<file path="src/hw/rtl/stq_pkg.sv">
package stq_pkg;

    localparam int QUEUE_DEPTH = 16;
    localparam int ID_WIDTH    = 8;

    localparam int EVENT_ID_W = 8;
    localparam int TICK_W     = 32;
    // Ids are masked to ID_WIDTH bits and the event_id field is only 8 bits wide.
    localparam int KEY_W      = (ID_WIDTH < EVENT_ID_W) ? ID_WIDTH : EVENT_ID_W;

    typedef logic [KEY_W-1:0]  key_id_t;
    typedef logic [TICK_W-1:0] tick_t;

    typedef enum logic [1:0] {
        KIND_ADD     = 2'd0,
        KIND_CANCEL  = 2'd1,
        KIND_ADVANCE = 2'd2,
        KIND_READ    = 2'd3
    } kind_t;

    typedef enum logic [1:0] {
        STATUS_OK        = 2'd0,
        STATUS_NOT_FOUND = 2'd1,
        STATUS_FULL      = 2'd2,
        STATUS_DUP_ID    = 2'd3
    } status_t;

    typedef enum logic {
        RK_FIRED = 1'b0,
        RK_DONE  = 1'b1
    } result_kind_t;

    typedef enum logic [1:0] {
        OP_HOLD  = 2'd0,
        OP_LEFT  = 2'd1,
        OP_NEW   = 2'd2,
        OP_RIGHT = 2'd3
    } cell_op_t;

    typedef struct packed {
        logic [1:0]            kind;
        logic [EVENT_ID_W-1:0] event_id;
        logic [TICK_W-1:0]     delay;
        logic [TICK_W-1:0]     tick_step;
        logic                  notify_on_cancel;
    } in_item_t;

    typedef struct packed {
        logic                  result_kind;
        logic [EVENT_ID_W-1:0] fired_id;
        logic [1:0]            status;
        logic [TICK_W-1:0]     current_tick;
        logic                  last;
    } result_t;

    typedef struct packed {
        logic    valid;
        tick_t   expiry;
        key_id_t id;
    } entry_t;

    typedef struct packed {
        cell_op_t op;
        key_id_t  key_id;
        tick_t    key_exp;
    } cell_ctl_t;

    typedef struct packed {
        logic match;
        logic after;
    } cell_flags_t;

    function automatic result_t make_result(result_kind_t rk, key_id_t id, status_t st,
                                            tick_t tick);
        result_t r;
        r.result_kind  = rk;
        r.fired_id     = EVENT_ID_W'(id);
        r.status       = st;
        r.current_tick = tick;
        r.last         = (rk == RK_DONE);
        return r;
    endfunction

endpackage

</file>
<file path="src/hw/rtl/sorted_timer_event_queue.sv">
// Channel   Direction  Handshake                       Payload
// --------  ---------  ------------------------------  -----------------------------
// item      in         transfer when start && !busy    kind, id, delay, step, notify
// result    out        transfer on result_strobe       kind, id, status, tick, last
//
// Every item is accepted in ST_IDLE and then executed on the cell chain in ST_EXEC.
// A cancel that reports the removed event then passes ST_DONE; an advance goes on
// to ST_POP, which pops each due event from the head cell and then emits the done marker.
// Results leave from an output register, one per cycle; the receiver cannot stall.
// Reset clears the tick count and every cell's valid bit; no clearing pass is needed.
module sorted_timer_event_queue (
    input  logic              clk,
    input  logic              rst_n,
    input  logic              start,
    output logic              busy,
    input  stq_pkg::in_item_t item,
    output logic              result_strobe,
    output stq_pkg::result_t  result
);
    import stq_pkg::*;

    typedef enum logic [3:0] {
        ST_IDLE = 4'b0001,
        ST_EXEC = 4'b0010,
        ST_DONE = 4'b0100,
        ST_POP  = 4'b1000
    } state_t;

    state_t  state_reg;
    state_t  state_next;
    kind_t   kind_reg;
    logic    notify_reg;
    key_id_t key_id_reg;
    tick_t   key_exp_reg;
    tick_t   tick_reg;
    tick_t   tick_next;
    logic    strobe_reg;
    logic    strobe_next;
    result_t result_reg;
    result_t result_next;

    cell_ctl_t             ctl     [QUEUE_DEPTH];
    cell_op_t              op_vec  [QUEUE_DEPTH];
    entry_t                ent     [QUEUE_DEPTH];
    entry_t                left_e  [QUEUE_DEPTH];
    entry_t                right_e [QUEUE_DEPTH];
    cell_flags_t           flg     [QUEUE_DEPTH];
    logic [QUEUE_DEPTH-1:0] match_vec;
    logic [QUEUE_DEPTH-1:0] after_vec;
    logic [QUEUE_DEPTH-1:0] valid_vec;
    logic [QUEUE_DEPTH-1:0] from_match;
    logic                   head_due;
    logic                   accept;

    assign busy          = (state_reg != ST_IDLE);
    assign accept        = start && !busy;
    assign result_strobe = strobe_reg;
    assign result        = result_reg;

    // Build the chain: each cell sees both neighbors; the tail shifts in an empty slot.
    for (genvar g = 0; g < QUEUE_DEPTH; g++)
    begin : g_cell
        assign ctl[g].op      = op_vec[g];
        assign ctl[g].key_id  = key_id_reg;
        assign ctl[g].key_exp = key_exp_reg;
        assign match_vec[g]   = flg[g].match;
        assign after_vec[g]   = flg[g].after;
        assign valid_vec[g]   = ent[g].valid;

        if (g == 0)
        begin : g_head
            assign left_e[g] = '0;
        end
        else
        begin : g_mid
            assign left_e[g] = ent[g-1];
        end

        if (g == QUEUE_DEPTH - 1)
        begin : g_tail
            assign right_e[g] = '0;
        end
        else
        begin : g_body
            assign right_e[g] = ent[g+1];
        end

        stq_cell u_cell (
            .clk       (clk),
            .rst_n     (rst_n),
            .ctl       (ctl[g]),
            .left_ent  (left_e[g]),
            .right_ent (right_e[g]),
            .ent       (ent[g]),
            .flags     (flg[g])
        );
    end

    // Ids are unique, so the match vector is one-hot or zero: ~(m - 1) marks
    // the matching slot and every slot behind it.
    assign from_match = ~(match_vec - QUEUE_DEPTH'(1));
    assign head_due   = ent[0].valid && (ent[0].expiry <= tick_reg);

    always_comb
    begin
        state_next  = state_reg;
        tick_next   = tick_reg;
        strobe_next = 1'b0;
        result_next = result_reg;
        for (int i = 0; i < QUEUE_DEPTH; i++)
            op_vec[i] = OP_HOLD;

        case (state_reg)
            ST_IDLE:
            begin
                if (start)
                begin
                    state_next = ST_EXEC;
                    if (kind_t'(item.kind) == KIND_ADVANCE)
                        tick_next = tick_reg + item.tick_step;
                end
            end
            ST_EXEC:
            begin
                strobe_next = 1'b1;
                state_next  = ST_IDLE;
                result_next = make_result(RK_DONE, '0, STATUS_OK, tick_reg);
                case (kind_reg)
                    KIND_ADD:
                    begin
                        if (|match_vec)
                            result_next = make_result(RK_DONE, '0, STATUS_DUP_ID, tick_reg);
                        else if (valid_vec[QUEUE_DEPTH-1])
                            result_next = make_result(RK_DONE, '0, STATUS_FULL, tick_reg);
                        else
                        begin
                            // Open a gap at the first slot not earlier than the key.
                            for (int i = 0; i < QUEUE_DEPTH; i++)
                            begin
                                if (after_vec[i])
                                    op_vec[i] = (i > 0 && after_vec[(i > 0) ? i - 1 : 0])
                                              ? OP_LEFT : OP_NEW;
                            end
                        end
                    end
                    KIND_CANCEL:
                    begin
                        if (!(|match_vec))
                            result_next = make_result(RK_DONE, '0, STATUS_NOT_FOUND,
                                                      tick_reg);
                        else
                        begin
                            // Close the gap left by the cancelled entry.
                            for (int i = 0; i < QUEUE_DEPTH; i++)
                            begin
                                if (from_match[i])
                                    op_vec[i] = OP_RIGHT;
                            end
                            if (notify_reg)
                            begin
                                result_next = make_result(RK_FIRED, key_id_reg, STATUS_OK,
                                                          tick_reg);
                                state_next  = ST_DONE;
                            end
                        end
                    end
                    KIND_ADVANCE:
                    begin
                        strobe_next = 1'b0;
                        state_next  = ST_POP;
                    end
                    default:
                    begin
                        state_next = ST_IDLE;
                    end
                endcase
            end
            ST_DONE:
            begin
                strobe_next = 1'b1;
                result_next = make_result(RK_DONE, '0, STATUS_OK, tick_reg);
                state_next  = ST_IDLE;
            end
            ST_POP:
            begin
                strobe_next = 1'b1;
                if (head_due)
                begin
                    // Emit the head and advance the whole chain by one slot.
                    result_next = make_result(RK_FIRED, ent[0].id, STATUS_OK, tick_reg);
                    for (int i = 0; i < QUEUE_DEPTH; i++)
                        op_vec[i] = OP_RIGHT;
                end
                else
                begin
                    result_next = make_result(RK_DONE, '0, STATUS_OK, tick_reg);
                    state_next  = ST_IDLE;
                end
            end
            default:
            begin
                state_next = ST_IDLE;
            end
        endcase
    end

    always_ff @(posedge clk or negedge rst_n)
    begin
        if (!rst_n)
        begin
            state_reg  <= ST_IDLE;
            tick_reg   <= '0;
            strobe_reg <= 1'b0;
        end
        else
        begin
            state_reg  <= state_next;
            tick_reg   <= tick_next;
            strobe_reg <= strobe_next;
        end
    end

    // Hold the item's fields for the execute cycle; the add key uses the old tick.
    always_ff @(posedge clk)
    begin
        result_reg <= result_next;
        if (accept)
        begin
            kind_reg    <= kind_t'(item.kind);
            notify_reg  <= item.notify_on_cancel;
            key_id_reg  <= item.event_id[KEY_W-1:0];
            key_exp_reg <= tick_reg + item.delay;
        end
    end

`ifndef NO_ASSERTIONS
    // Valid slots stay packed from the head: the valid vector plus one is a power of two.
    a_packed: assert property (@(posedge clk) disable iff (!rst_n)
        $onehot({1'b0, valid_vec} + (QUEUE_DEPTH + 1)'(1)))
        else $error("queue entries not packed from the head");

    // The id of the executing item is held in at most one cell.
    a_unique: assert property (@(posedge clk) disable iff (!rst_n)
        (state_reg == ST_EXEC) |-> $onehot0(match_vec))
        else $error("id held in more than one cell");

    // A pop pass that finds no due head ends the item with its done marker.
    a_pop_end: assert property (@(posedge clk) disable iff (!rst_n)
        (state_reg == ST_POP && !head_due) |=>
            (result_strobe && result.last && state_reg == ST_IDLE))
        else $error("advance did not end with a done marker");
`endif

endmodule

</file>
<file path="src/hw/rtl/stq_cell.sv">
module stq_cell (
    input  logic                 clk,
    input  logic                 rst_n,
    input  stq_pkg::cell_ctl_t   ctl,
    input  stq_pkg::entry_t      left_ent,
    input  stq_pkg::entry_t      right_ent,
    output stq_pkg::entry_t      ent,
    output stq_pkg::cell_flags_t flags
);
    import stq_pkg::*;

    logic    valid_reg;
    logic    valid_next;
    tick_t   expiry_reg;
    tick_t   expiry_next;
    key_id_t id_reg;
    key_id_t id_next;

    assign ent.valid  = valid_reg;
    assign ent.expiry = expiry_reg;
    assign ent.id     = id_reg;

    // Slot is at or past the insertion point when empty or not earlier than the key.
    assign flags.match = valid_reg && (id_reg == ctl.key_id);
    assign flags.after = !valid_reg || (ctl.key_exp <= expiry_reg);

    always_comb
    begin
        valid_next  = valid_reg;
        expiry_next = expiry_reg;
        id_next     = id_reg;
        case (ctl.op)
            OP_LEFT:
            begin
                valid_next  = left_ent.valid;
                expiry_next = left_ent.expiry;
                id_next     = left_ent.id;
            end
            OP_NEW:
            begin
                valid_next  = 1'b1;
                expiry_next = ctl.key_exp;
                id_next     = ctl.key_id;
            end
            OP_RIGHT:
            begin
                valid_next  = right_ent.valid;
                expiry_next = right_ent.expiry;
                id_next     = right_ent.id;
            end
            default:
            begin
                valid_next  = valid_reg;
            end
        endcase
    end

    always_ff @(posedge clk or negedge rst_n)
    begin
        if (!rst_n)
            valid_reg <= 1'b0;
        else
            valid_reg <= valid_next;
    end

    always_ff @(posedge clk)
    begin
        expiry_reg <= expiry_next;
        id_reg     <= id_next;
    end

endmodule

</file>
<file path="config.mk">
export PLATFORM = sky130hd
export DESIGN_NAME = sorted_timer_event_queue
export DESIGN_NICKNAME = d
export VERILOG_FILES = /design/src/hw/rtl/stq_pkg.sv /design/src/hw/rtl/sorted_timer_event_queue.sv /design/src/hw/rtl/stq_cell.sv
export SDC_FILE = /design/constraint.sdc
export NUM_CORES = 2
export LEC_CHECK = 0
export BUFFER_PORTS_ARGS = -buffer_cell sky130_fd_sc_hd__buf_4
export CAP_MARGIN = 20
export CORE_MARGIN = 2
export CORE_UTILIZATION = 29
export CTS_CLUSTER_SIZE = 40
export DETAILED_ROUTE_END_ITERATION = 12
export REMOVE_ABC_BUFFERS = 1
export SETUP_SLACK_MARGIN = 0.3
export SYNTH_ARGS = -nofsm -noshare
export SYNTH_HDL_FRONTEND = slang
export SYNTH_SLANG_ARGS = --single-unit
</file>
<file path="constraint.sdc">
create_clock -name clk -period 7.8 [get_ports clk]
set_clock_uncertainty 0.15 [all_clocks]
set_input_delay 0.78 -clock clk [delete_from_list [all_inputs] [get_ports clk]]
set_output_delay 0.78 -clock clk [all_outputs]
set_load 0.005 [all_outputs]
</file>
==> metrics.md <==
| Metric | Value |
|---|---|
| Clock Latency Late Sink | 700 ps |
| Cts bufs inserted | 86 |
| Remaining global-route overflow | 0 |
| RSZ-0062 raised after global routing | false |
| Clock Sinks | 779 |
| Post-synthesis cell area | 52960 um^2 |
| Synth area leaders | edfxtp_1 41%, ha_1 14%, a221o_1 7.3% |
| Starting Density | 29.24% |
| DRC viols | 0 |
| Sw frac | 38.48% |
| Switching pwr | 6.024 mW |
| Initial antenna violation count | 1 |
| Final Max Tran Viols | 0 |
| DRT iter0 DRCs | 4659 |
| Most frequent CP cell | buf_4 |
| Status | completed |
| Share of post-route cells with drive strength above 1 | 8.593% |
| DRT Pass-1 Iters | 6 |
| Req. time, crit path | 7990 ps |
| Count leader, synth | edfxtp_1 |
| Final WL | 169700 um |
| Final setup vio count | 0 |
| GRT Overall Usage | 17.69% |
| Cell area power density | 263.1 nW/um^2 |
| DP Wirelength | 125600 um |
| Post-synthesis instance total | 5154 |
| Ports | 124 |
| Nets@finish | 5814 |
| Top Family by Delay on Critical Path | simple AND/OR/NAND/NOR gates |
| First-pass GRT wire length | 258500 um |
| Clock share of power | 25.9% |
| Hold Vio Cnt, Final | 0 |
| Row Count | 156 |
| Worst Path Max Fanout | 33 |
| Largest net degree at the start of global routing | 82 |
| Root buf cell | clkbuf_16 |
| Share of the synthesized area in the top cell type | 41.16% |
| H-Tree Depth | 3 |
| Post-synth top area cell | edfxtp_1 |
| Clock buffer depth | 3 |
| Fmax | 0.1765 GHz |
| Max reg flops | 512 |
| Total power | 15.65 mW |
| Area delta synth->final | 12.35% |
| Top_reg_cell synth | edfxtp_1 |
| Minimum clock period | 5665 ps |
| Post-synthesis sequential area ratio | 43.67% |
| Critical path's slowest cell | nor4_1 |
| CP endpoint kind | register |
| Vias | 42910 |
| Worst hold path type | in2reg |
| #FFs+latches synth | 779 |
| Vias in the first global route | 41900 |
| GP Congestion | 0.9212 |
| Finished Layout Cells | 7596 |
| Worst Max-Slew Pin Slew | 1184 ps |
| P_leak | 23.78 nW |
| Syn Area/Cell | 10.28 um^2 |
| Crit path buf inv count | 3 |
| CP cell instances | buf_4 -> xnor2_1 -> nand4_1 -> nor4_1 -> inv_1 -> ha_1 -> nor3b_2 -> and3_1 -> a21boi_2 -> a31oi_4 -> nand2_1 -> buf_4 |
| Setup TNS | 0 ps |
| PnR worst setup slack | 2135 ps |
| Crit path largest cell delay | 760 ps |
| Post-CTS Resized | 0 |
| Sequential share of power | 36.3% |
| CP Launch Type | register |
| Crit path DAT | 5860 ps |
| Ys Warns | 0 |
| Max rail drop VDD | 155.7 uV |
| Placement Setup Slack | 1929 ps |
| Chip Width | 431.4 um |
| CTS tree | done |
| Routed WL per cell | 22.34 um |
| Clock slew at reported path FFs | 70 ps |
| Critical path class | reg2reg |
| Port Buf Inserts | 123 |
| Internal power | 9.630 mW |
| DR vias/cell | 5.649 |
| Final ANT Viol Nets | 0 |
| Comb pwr share | 37.8% |
| Dpl cells | 7432 |
| Max cap viols | 0 |
| Die ar. | 186100 um^2 |
| Distinct cells, synth | 88 |
| Final period utilization | 72.63% |
| Die height | 431.4 um |
| Ys async rst share | 6.804% |
| Relative slew margins | 20.25% |
| Post-synth EDFFs | 726 |
| Core area | 181100 um^2 |
| Post-synth top cells | 726 x edfxtp_1, 579 x ha_1, 562 x inv_1 |
[worst register-to-register path: stages (launching register included)]
cell and delay (ps):
edfxtp_1 320, buf_4 400, xnor2_1 200, nand4_1 140
nor4_1 760, inv_1 220, ha_1 290, nor3b_2 220
and3_1 300, a21boi_2 740, a31oi_4 440, nand2_1 650
buf_4 430
[cell type report]
type / count / area [um^2]
antenna: 1 / 2.502
clock buffer: 117 / 2318
clock inverter: 41 / 366.6
fill: 18240 / 121600
inverter: 562 / 2110
multi-input combinational: 3476 / 26650
sequential: 779 / 23130
tap: 2370 / 2965
timing repair buffer: 250 / 1964
[cells by family after synthesis]
logic type	share of synthesized area, %
adder cells (fa/ha/maj)	13.75
multiplexers	0.1205
flip-flops	43.67
buffers and inverters	6.697
AND/OR/NAND/NOR	10.73
XOR/XNOR	3.241
AO/OA/AOI/OAI	21.79
[metal layers]
metal / track usage [%] / share of wire [%] / vias up
met5: 0 / 0 / -
met4: 6.019 / 3.5 / 0
met3: 2.632 / 7.7 / 269
met2: 27.26 / 44 / 1899
met1: 25.20 / 45 / 21080
li1: - / - / 19660
[through the flow]
stage / cell area, um^2 / util, % / hold WS (ps)
3_3_place_gp: 56670 / 31.29 / 324.9
6_report: 59500 / 32.85 / 117.0
3_5_place_dp: 56720 / 31.32 / 340.1
5_1_grt: 59500 / 32.85 / 95.44
4_1_cts: 59420 / 32.80 / 81.26
2_1_floorplan: 51530 / - / 317.3
[cell usage in the layout, fill, tap and decap left out, types with 16 or more instances in the layout]
master / n
nor4_1: 29
a22oi_1: 76
nand4_1: 106
nand2_1: 245
nor2b_1: 126
xnor2_1: 154
o21ai_0: 212
and3_1: 16
clkbuf_16: 86
ha_1: 579
a21oi_1: 229
a21o_1: 114
a211oi_1: 37
dfrtp_1: 52
inv_1: 562
xor2_1: 42
a221o_1: 385
buf_4: 242
a22o_1: 75
a31oi_1: 19
a32oi_1: 43
o22ai_1: 47
o21a_1: 27
nor2_1: 343
nand3_1: 76
nor3_1: 109
o31ai_1: 103
edfxtp_1: 726
clkbuf_1: 26
o211ai_1: 35
[power groups by stage]
stage                     Sequential (mW)  Clock [mW]  Combinational, mW
final                                5.68        4.05               5.92
after global routing                 5.72        4.26               6.59
after CTS                            5.66        4.11               5.84
after detailed placement             5.74           0               5.81
after global placement               5.74           0               5.60
after floorplan                      5.89           0               3.51
[worst paths after layout]
path	from	slack [ps]	endpoint	depth (start not counted)
max	key_id_reg[2]	2130	g_cell[9].u_cell.expiry_reg[31]	12
min	item[0]	120	notify_reg	1
max reg2reg	key_id_reg[2]	2130	g_cell[9].u_cell.expiry_reg[31]	12
min reg2reg	tick_reg[31]	340	result[32]	0
max in group asynchronous	rst_n	6330	g_cell[15].u_cell.valid_reg	2
min in group asynchronous	rst_n	520	tick_reg[29]	2
[repair_timing]
| item | CTS | global route |
|---|---|---|
| buffers inserted | 0 | 0 |
| endpoints found under the hold margin | 5 | 0 |
| hold buffers | 1 | 0 |
Note: power is estimated with default switching activity, not from simulation.
